### src/hdl/dpfr_pkg.sv
// Shared types, sizing constants and the page/offset split for the
// demand-paging frame replacer. No dependencies.

package dpfr_pkg;

  // Sizing of the paging system
  localparam int FRAME_COUNT  = 4;
  localparam int PAGE_COUNT   = 32;
  localparam int PAGE_SIZE    = 10;
  localparam int ACCESS_LIMIT = 320;
  localparam int ADDR_LIMIT   = PAGE_COUNT * PAGE_SIZE;

  // Field widths
  localparam int ADDR_W   = 9;
  localparam int OFFSET_W = 4;
  localparam int FRAME_W  = $clog2(FRAME_COUNT);
  localparam int PAGE_W   = $clog2(PAGE_COUNT);
  localparam int CNT_W    = $clog2(ACCESS_LIMIT + 1);

  // Divide by PAGE_SIZE as a multiply by a rounded-up reciprocal. With the
  // shift at ADDR_W plus log2 of the divisor the quotient is exact for
  // every ADDR_W-bit address.
  localparam int DIV_SHIFT = ADDR_W + $clog2(PAGE_SIZE);
  localparam int RECIP     = ((1 << DIV_SHIFT) + PAGE_SIZE - 1) / PAGE_SIZE;
  localparam int RECIP_W   = ADDR_W + 2;
  localparam int PROD_W    = ADDR_W + RECIP_W + PAGE_W;

  // Depth of the queue between the front and back ends
  localparam int QUEUE_DEPTH = 2;
  localparam int QPTR_W      = $clog2(QUEUE_DEPTH);

  typedef logic [ADDR_W-1:0]   addr_t;
  typedef logic [OFFSET_W-1:0] offset_t;
  typedef logic [FRAME_W-1:0]  frame_t;
  typedef logic [PAGE_W-1:0]   page_t;
  typedef logic [CNT_W-1:0]    cnt_t;

  // One classified access travelling from front to back
  typedef struct packed {
    logic    in_range;
    page_t   page;
    offset_t offset;
  } queue_item_t;

  // One result word from the back end
  typedef struct packed {
    logic    accepted;
    logic    page_hit;
    frame_t  frame_index;
    page_t   page_number;
    offset_t page_offset;
    cnt_t    fault_total;
    cnt_t    access_total;
  } result_t;

  function automatic page_t addr_to_page(input addr_t addr);
    logic [PROD_W-1:0] prod;
    prod = PROD_W'(addr) * PROD_W'(RECIP);
    return prod[DIV_SHIFT +: PAGE_W];
  endfunction

endpackage

### src/hdl/dpfr_front.sv
// Front end: splits an instruction address into page and offset and
// checks it against the address range. Depends on dpfr_pkg.

module dpfr_front (
  input  dpfr_pkg::addr_t       instr_address_i,
  output dpfr_pkg::queue_item_t item_o
);
  import dpfr_pkg::*;

  page_t page;
  addr_t page_base;

  assign page      = addr_to_page(instr_address_i);
  assign page_base = ADDR_W'(32'(page) * PAGE_SIZE);

  always_comb begin
    item_o.in_range = (32'(instr_address_i) < 32'(ADDR_LIMIT));
    item_o.page     = page;
    item_o.offset   = OFFSET_W'(instr_address_i - page_base);
  end

endmodule

### src/hdl/dpfr_queue.sv
// Short first-in first-out queue of classified accesses between the
// front and back ends. Depends on dpfr_pkg.

module dpfr_queue (
  input  logic                  clk_i,
  input  logic                  rst_ni,
  input  logic                  push_i,
  input  dpfr_pkg::queue_item_t item_i,
  input  logic                  pop_i,
  output dpfr_pkg::queue_item_t item_o,
  output logic                  empty_o,
  output logic                  full_o
);
  import dpfr_pkg::*;

  queue_item_t            slot_q [QUEUE_DEPTH];
  logic [QPTR_W-1:0]      wr_ptr_q, wr_ptr_d;
  logic [QPTR_W-1:0]      rd_ptr_q, rd_ptr_d;
  logic [QPTR_W:0]        count_q, count_d;

  assign empty_o = (count_q == '0);
  assign full_o  = (count_q == (QPTR_W+1)'(QUEUE_DEPTH));
  assign item_o  = slot_q[rd_ptr_q];

  always_comb begin
    wr_ptr_d = wr_ptr_q;
    rd_ptr_d = rd_ptr_q;
    count_d  = count_q;
    if (push_i) begin
      wr_ptr_d = (wr_ptr_q == QPTR_W'(QUEUE_DEPTH - 1)) ? '0 : wr_ptr_q + 1'b1;
    end
    if (pop_i) begin
      rd_ptr_d = (rd_ptr_q == QPTR_W'(QUEUE_DEPTH - 1)) ? '0 : rd_ptr_q + 1'b1;
    end
    if (push_i && !pop_i) begin
      count_d = count_q + 1'b1;
    end else if (pop_i && !push_i) begin
      count_d = count_q - 1'b1;
    end
  end

  always_ff @(posedge clk_i or negedge rst_ni) begin
    if (!rst_ni) begin
      wr_ptr_q <= '0;
      rd_ptr_q <= '0;
      count_q  <= '0;
    end else begin
      wr_ptr_q <= wr_ptr_d;
      rd_ptr_q <= rd_ptr_d;
      count_q  <= count_d;
    end
  end

  always_ff @(posedge clk_i) begin
    if (push_i) begin
      slot_q[wr_ptr_q] <= item_i;
    end
  end

endmodule

### src/hdl/dpfr_back.sv
// Back end: page table lookup, victim choice, table update, counters and
// the registered result word. Depends on dpfr_pkg.

module dpfr_back (
  input  logic                  clk_i,
  input  logic                  rst_ni,
  input  logic                  cfg_we_i,
  input  logic                  cfg_policy_i,
  input  logic                  exec_i,
  input  dpfr_pkg::queue_item_t item_i,
  output logic                  result_valid_o,
  output dpfr_pkg::result_t     result_o
);
  import dpfr_pkg::*;

  typedef logic [CNT_W-1:0] stamp_t;

  logic    policy_q;

  logic    map_vld_q [PAGE_COUNT];
  logic    map_vld_d [PAGE_COUNT];
  frame_t  map_frm_q [PAGE_COUNT];
  frame_t  map_frm_d [PAGE_COUNT];
  logic    own_vld_q [FRAME_COUNT];
  logic    own_vld_d [FRAME_COUNT];
  page_t   owner_q   [FRAME_COUNT];
  page_t   owner_d   [FRAME_COUNT];
  stamp_t  last_use_q [FRAME_COUNT];
  stamp_t  last_use_d [FRAME_COUNT];
  stamp_t  load_q    [FRAME_COUNT];
  stamp_t  load_d    [FRAME_COUNT];
  cnt_t    acc_cnt_q, acc_cnt_d;
  cnt_t    flt_cnt_q, flt_cnt_d;

  logic    res_vld_q;
  result_t res_q, res_d;

  logic    serve;
  logic    hit;
  frame_t  hit_frame;
  frame_t  victim;
  logic    found_empty;
  stamp_t  best_stamp;
  stamp_t  cur_stamp;

  assign serve     = item_i.in_range && (acc_cnt_q < CNT_W'(ACCESS_LIMIT));
  assign hit       = map_vld_q[item_i.page];
  assign hit_frame = map_frm_q[item_i.page];

  // Victim: lowest empty frame, else oldest stamp with lowest index on ties
  always_comb begin
    victim      = '0;
    found_empty = 1'b0;
    best_stamp  = policy_q ? load_q[0] : last_use_q[0];
    cur_stamp   = '0;
    for (int f = 0; f < FRAME_COUNT; f++) begin
      if (!found_empty && !own_vld_q[f]) begin
        victim      = FRAME_W'(f);
        found_empty = 1'b1;
      end
    end
    if (!found_empty) begin
      for (int f = 1; f < FRAME_COUNT; f++) begin
        cur_stamp = policy_q ? load_q[f] : last_use_q[f];
        if (cur_stamp < best_stamp) begin
          best_stamp = cur_stamp;
          victim     = FRAME_W'(f);
        end
      end
    end
  end

  always_comb begin
    map_vld_d  = map_vld_q;
    map_frm_d  = map_frm_q;
    own_vld_d  = own_vld_q;
    owner_d    = owner_q;
    last_use_d = last_use_q;
    load_d     = load_q;
    acc_cnt_d  = acc_cnt_q;
    flt_cnt_d  = flt_cnt_q;
    res_d      = '0;
    res_d.fault_total  = flt_cnt_q;
    res_d.access_total = acc_cnt_q;

    if (exec_i && serve) begin
      acc_cnt_d = acc_cnt_q + 1'b1;
      res_d.accepted     = 1'b1;
      res_d.page_hit     = hit;
      res_d.page_number  = item_i.page;
      res_d.page_offset  = item_i.offset;
      res_d.access_total = acc_cnt_q + 1'b1;
      if (hit) begin
        last_use_d[hit_frame] = acc_cnt_q;
        res_d.frame_index     = hit_frame;
      end else begin
        flt_cnt_d = flt_cnt_q + 1'b1;
        res_d.fault_total = flt_cnt_q + 1'b1;
        res_d.frame_index = victim;
        if (own_vld_q[victim]) begin
          map_vld_d[owner_q[victim]] = 1'b0;
        end
        own_vld_d[victim]       = 1'b1;
        owner_d[victim]         = item_i.page;
        last_use_d[victim]      = acc_cnt_q;
        load_d[victim]          = acc_cnt_q;
        map_vld_d[item_i.page]  = 1'b1;
        map_frm_d[item_i.page]  = victim;
      end
    end
  end

  always_ff @(posedge clk_i or negedge rst_ni) begin
    if (!rst_ni) begin
      policy_q  <= 1'b0;
      acc_cnt_q <= '0;
      flt_cnt_q <= '0;
      res_vld_q <= 1'b0;
      for (int p = 0; p < PAGE_COUNT; p++) begin
        map_vld_q[p] <= 1'b0;
      end
      for (int f = 0; f < FRAME_COUNT; f++) begin
        own_vld_q[f] <= 1'b0;
      end
    end else begin
      if (cfg_we_i) begin
        policy_q <= cfg_policy_i;
      end
      acc_cnt_q <= acc_cnt_d;
      flt_cnt_q <= flt_cnt_d;
      res_vld_q <= exec_i;
      map_vld_q <= map_vld_d;
      own_vld_q <= own_vld_d;
    end
  end

  always_ff @(posedge clk_i) begin
    map_frm_q  <= map_frm_d;
    owner_q    <= owner_d;
    last_use_q <= last_use_d;
    load_q     <= load_d;
    if (exec_i) begin
      res_q <= res_d;
    end
  end

  assign result_valid_o = res_vld_q;
  assign result_o       = res_q;

endmodule

### src/hdl/demand_paging_frame_replacer.sv
// Top level of the demand-paging frame replacer: front end, queue and
// back end. Depends on dpfr_pkg, dpfr_front, dpfr_queue and dpfr_back.
//
//  Channel  | Direction | Handshake                    | Word
//  ---------+-----------+------------------------------+------------------------------
//  access   | in        | start_i high, busy_o low     | instr_address_i
//  result   | out       | result_valid_o, one cycle    | accepted_o .. access_total_o
//  config   | in        | cfg_valid_i and cfg_ready_o  | cfg_policy_select_i
//
// A word accepted at one clock edge enters the queue; the back end takes it
// in the following cycle and its result is shown for exactly one cycle
// after the next edge. The back end drains one word per cycle, so the queue
// never holds more than one word and busy_o stays low: a new access may be
// offered every cycle. The receiver cannot stall the result channel. Reset
// is asynchronous and active low; it empties the page table and all frames
// at once through per-entry valid bits, so there is no clearing pass. The
// policy register is writable whenever the queue is empty.

module demand_paging_frame_replacer (
  input  logic                    clk_i,
  input  logic                    rst_ni,
  input  logic                    start_i,
  output logic                    busy_o,
  input  dpfr_pkg::addr_t         instr_address_i,
  output logic                    result_valid_o,
  output logic                    accepted_o,
  output logic                    page_hit_o,
  output dpfr_pkg::frame_t        frame_index_o,
  output dpfr_pkg::page_t         page_number_o,
  output dpfr_pkg::offset_t       page_offset_o,
  output dpfr_pkg::cnt_t          fault_total_o,
  output dpfr_pkg::cnt_t          access_total_o,
  input  logic                    cfg_valid_i,
  output logic                    cfg_ready_o,
  input  logic                    cfg_policy_select_i
);
  import dpfr_pkg::*;

  queue_item_t front_item;
  queue_item_t back_item;
  logic        q_empty;
  logic        q_full;
  logic        push;
  logic        exec;
  result_t     result;

  // An access is taken whenever the queue has room.
  assign busy_o      = q_full;
  assign push        = start_i && !q_full;
  // The back end runs whenever the queue holds a word.
  assign exec        = !q_empty;
  // Configuration is only taken with nothing waiting in the queue.
  assign cfg_ready_o = q_empty;

  dpfr_front u_front (
    .instr_address_i (instr_address_i),
    .item_o          (front_item)
  );

  dpfr_queue u_queue (
    .clk_i   (clk_i),
    .rst_ni  (rst_ni),
    .push_i  (push),
    .item_i  (front_item),
    .pop_i   (exec),
    .item_o  (back_item),
    .empty_o (q_empty),
    .full_o  (q_full)
  );

  dpfr_back u_back (
    .clk_i          (clk_i),
    .rst_ni         (rst_ni),
    .cfg_we_i       (cfg_valid_i && cfg_ready_o),
    .cfg_policy_i   (cfg_policy_select_i),
    .exec_i         (exec),
    .item_i         (back_item),
    .result_valid_o (result_valid_o),
    .result_o       (result)
  );

  assign accepted_o     = result.accepted;
  assign page_hit_o     = result.page_hit;
  assign frame_index_o  = result.frame_index;
  assign page_number_o  = result.page_number;
  assign page_offset_o  = result.page_offset;
  assign fault_total_o  = result.fault_total;
  assign access_total_o = result.access_total;

`ifndef SYNTHESIS
  // Every fault is also a served access.
  assert property (@(posedge clk_i) disable iff (!rst_ni)
    result_valid_o |-> (fault_total_o <= access_total_o))
    else $error("fault count exceeds access count");

  // A refused access reports no hit and no frame.
  assert property (@(posedge clk_i) disable iff (!rst_ni)
    (result_valid_o && !accepted_o) |-> (!page_hit_o && frame_index_o == '0))
    else $error("refused access carries mapping data");

  // The served count never passes the limit.
  assert property (@(posedge clk_i) disable iff (!rst_ni)
    result_valid_o |-> (access_total_o <= CNT_W'(ACCESS_LIMIT)))
    else $error("access count beyond limit");

  // A word taken with an empty queue passes queue and result register to a result.
  assert property (@(posedge clk_i) disable iff (!rst_ni)
    (start_i && !busy_o && cfg_ready_o) |-> ##2 result_valid_o)
    else $error("result missing after accepted access");
`endif

endmodule
### config.mk
export PLATFORM = sky130hd
export DESIGN_NAME = demand_paging_frame_replacer
export DESIGN_NICKNAME = d
export VERILOG_FILES = /design/src/hdl/dpfr_pkg.sv /design/src/hdl/dpfr_front.sv /design/src/hdl/dpfr_queue.sv /design/src/hdl/dpfr_back.sv /design/src/hdl/demand_paging_frame_replacer.sv
export SDC_FILE = /design/constraint.sdc
export NUM_CORES = 1
export LEC_CHECK = 0
export BUFFER_PORTS_ARGS = -buffer_cell sky130_fd_sc_hd__buf_4
export CAP_MARGIN = 20
export CORE_UTILIZATION = 35
export CTS_CLUSTER_DIAMETER = 60
export DETAILED_ROUTE_END_ITERATION = 10
export PLACE_DENSITY = 0.6
export SYNTH_ARGS = -nofsm -noshare
export SYNTH_HDL_FRONTEND = slang
export SYNTH_SLANG_ARGS = --single-unit
### constraint.sdc
create_clock -name clk_i -period 7.5 [get_ports clk_i]
set_input_delay 1.5 -clock clk_i [delete_from_list [all_inputs] [get_ports clk_i]]
set_output_delay 1.5 -clock clk_i [all_outputs]
set_load 0.01 [all_outputs]
==> run_results.csv <==
group,metric,value,unit
status,outcome,"finished, final reports clean",
routing,drt_wl_total,28.4,mm
place,numPlacedInstances,1487,
clocking,clock_sinks,267,
timing,post_layout_minimum_cycle_time,7.10,ns
yosys,yosys_warnings,0,
clocking,insertion_delay,0.54,ns
yosys,cell_area_after_synthesis,13100,um^2
global_route,grt_antenna_before_repair,0,
clocking,ctsLongestPathBuffers,3,
clocking,tritoncts,"yes",
timing,final_clock_skew,0.0109,ns
clocking,cts_made_buffers,29,
routing,detail_route.iter0.violations,515,
hold_path,worst_hold_check_path_type,"reg2reg",
routing,dr_total_vias,7868,
routing,ant_nets,0,
yosys,share_of_synthesized_area_occupied_by_flip_flops_and_latches,0.588,
final_layout,nNetsFinal,1160,
die,initial_utilization,0.357,
die,die-height,196,um
yosys,post-synth-top-count-cell,"edfxtp_1",
timing,hold_viol_final,0,
timing,timing.fmax,141,MHz
clocking,ctsRootBufferMaster,"clkbuf_16",
yosys,avgSynthCellArea,13.5,um^2
yosys,netlist-cell-type-count,67,
critical_path,startpoint_type,"flip-flop",
place,dp_hpwl,20.0,mm
yosys,synth_enable_flop_cells,207,
timing,fin_ws,0.398,ns
critical_path,worst-endpoint-arrival,7.51,ns
critical_path,worst_ep_required_time,7.91,ns
yosys,async_flop_share,0.225,
die,io_pins,48,
critical_path,crit_path_end_kind,"flip-flop",
die,floorplan.die_area,38300,um^2
place,portBuffers,47,
critical_path,crit_path_top_delay_cell,"or4_1",
timing,max_slew.worst_pin.slew,0.987,ns
final_layout,layout_area_growth_over_synthesis,16.6,%
job,max-cap-violations,0,
clocking,clk_transition_reported_paths,0.06,ns
yosys,syn_nets,1072,
yosys,netlist.area_leader.share,0.474,
timing,share_of_the_cycle_needed_by_the_critical_path_after_routing,0.947,
global_route,grt_max_degree,61,
routing,count_of_tritonroute_iterations_in_the_first_routing_pass,5,
critical_path,crit_path_frequent_cell,"ha_1",
yosys,yosys.area.top_type,"edfxtp_1",
routing,vias_per_cell,5.07,
critical_path,critical_path.max_stage_delay,0.60,ns
die,fp.coreArea,36800,um^2
yosys,synth-main-ff-cell,"edfxtp_1",
timing,slew_viol_final,0,
global_route,first_pass_grt_wire_length,44.7,mm
die,floorplan.rows,70,
die,die_width,196,um
critical_path,worst_path_class_setup,"reg2reg",
timing,max_slew_margin,0.341,
yosys,postSynthRegisterBits,267,
final_layout,layout.cells.non_filler,1551,
clocking,hold_buffers,0,
clocking,cts.htree.levels,1,
final_layout,layout-drive-gt1-share,0.207,
routing,drc,0,
yosys,ys_top_cells_by_area,"edfxtp_1, dfrtp_1, ha_1",
timing,setup_violations,0,
global_route,grt_overflow,0,
yosys,synth_top_cells_by_count,"edfxtp_1, inv_1, nand2_1",
global_route,gr-usage-all-layers,0.150,
critical_path,crit_path_max_fanout,25,
global_route,vias_in_the_first_global_route,8087,
place,dpl_worst_slack,-0.0910,ns
yosys,synthesis.instances,973,
routing,post_drt_wl_per_cell,18.3,um
place,place_congestion,0.879,
final_layout,antenna_cells,0,
repair_timing:
item | 4_1_cts | 5_1_grt
resized for setup | 1 | 16
endpoints found under the setup margin | 40 | 141
cloned | 0 | 1
pin swaps | 0 | 4
setup buffers | 0 | 10
area by class of cell:
class | count | area, um^2
clock buffer | 43 | 870
clock inverter | 10 | 115
fill | 3397 | 21500
inverter | 101 | 379
multi-input combinational | 584 | 4990
sequential | 267 | 7720
tap | 468 | 586
timing repair buffer | 78 | 628
cell families (layout without fill, tap and decap cells):
logic type	after synthesis	count (layout)	synth area share
xor gates and xnor gates	33	33	0.0220
and+or+nand+nor	258	258	0.102
DFF	267	267	0.588
buffers and inverters	122	232	0.0378
AOI/OAI and AO/OA	130	130	0.0734
adders and majority gates	85	85	0.0897
muxes	78	78	0.0865
worst paths after layout:
kind	from	end	slack [ns]	depth (start not counted)
setup / recovery	u_back.policy_q	u_back.map_vld_q[3]	0.40	27
setup reg to reg	u_back.policy_q	u_back.map_vld_q[3]	0.40	27
hold reg to reg	u_back.flt_cnt_q[8]	u_back.flt_cnt_q[8]	0.47	1
min in group asynchronous	rst_ni	u_back.map_vld_q[31]	1.06	1
max in group asynchronous	rst_ni	u_back.policy_q	5.80	1
hold / removal	u_back.flt_cnt_q[8]	u_back.flt_cnt_q[8]	0.47	1
per-layer routing:
metal,track usage,up-vias,wire (um)
li1,-,3753,-
met1,0.201,3928,12800
met2,0.256,149,14000
met3,0.0187,38,1140
met4,0.0391,0,508
met5,0,-,0
state kept, by name, indices dropped and copies added (netlist names), 4 cells and up:
register,flops
u_back.map_vld_q,32
u_back.last_use_q,36
u_back.flt_cnt_q,9
u_back.own_vld_q,4
u_back.owner_q,20
u_back.load_q,36
u_queue.slot_q,20
u_back.acc_cnt_q,9
u_back.result_o,31
u_back.map_frm_q,64
critical path, delay by kind of cell (launching register included):
kind,cells,cell delay [ns]
adders and majority gates,3,0.94
DFF,1,0.57
buffers and inverters,2,0.39
AOI/OAI and AO/OA,11,2.58
and+or+nand+nor,9,1.82
muxes,2,0.64
cell usage in the layout (no fill, tap or decap), drive strengths merged, types with 18 or more instances in the layout:
cell type and count:
a31oi 36, and2 32, buf 77, clkbuf 44, dfrtp 60, edfxtp 207
ha 70, inv 93, mux2 27, mux2i 27, mux4 24, nand2 73
nand3 18, nor2 71, o21ai 26, xnor2 23
metrics by stage:
step,area (um^2),setup TNS (ns),hold WS [ns],utilization
floorplan,13100,-0.0174,0.432,-
global placement,14100,0,0.454,0.384
detailed placement,14100,-1.74,0.450,0.384
CTS,15100,0,0.472,0.411
global route,15300,-0.0125,0.481,0.416
finish,15300,0,0.468,0.416
Power is not shown: default switching activity piles up to over one toggle a cycle in this logic, so the estimate is an artifact.
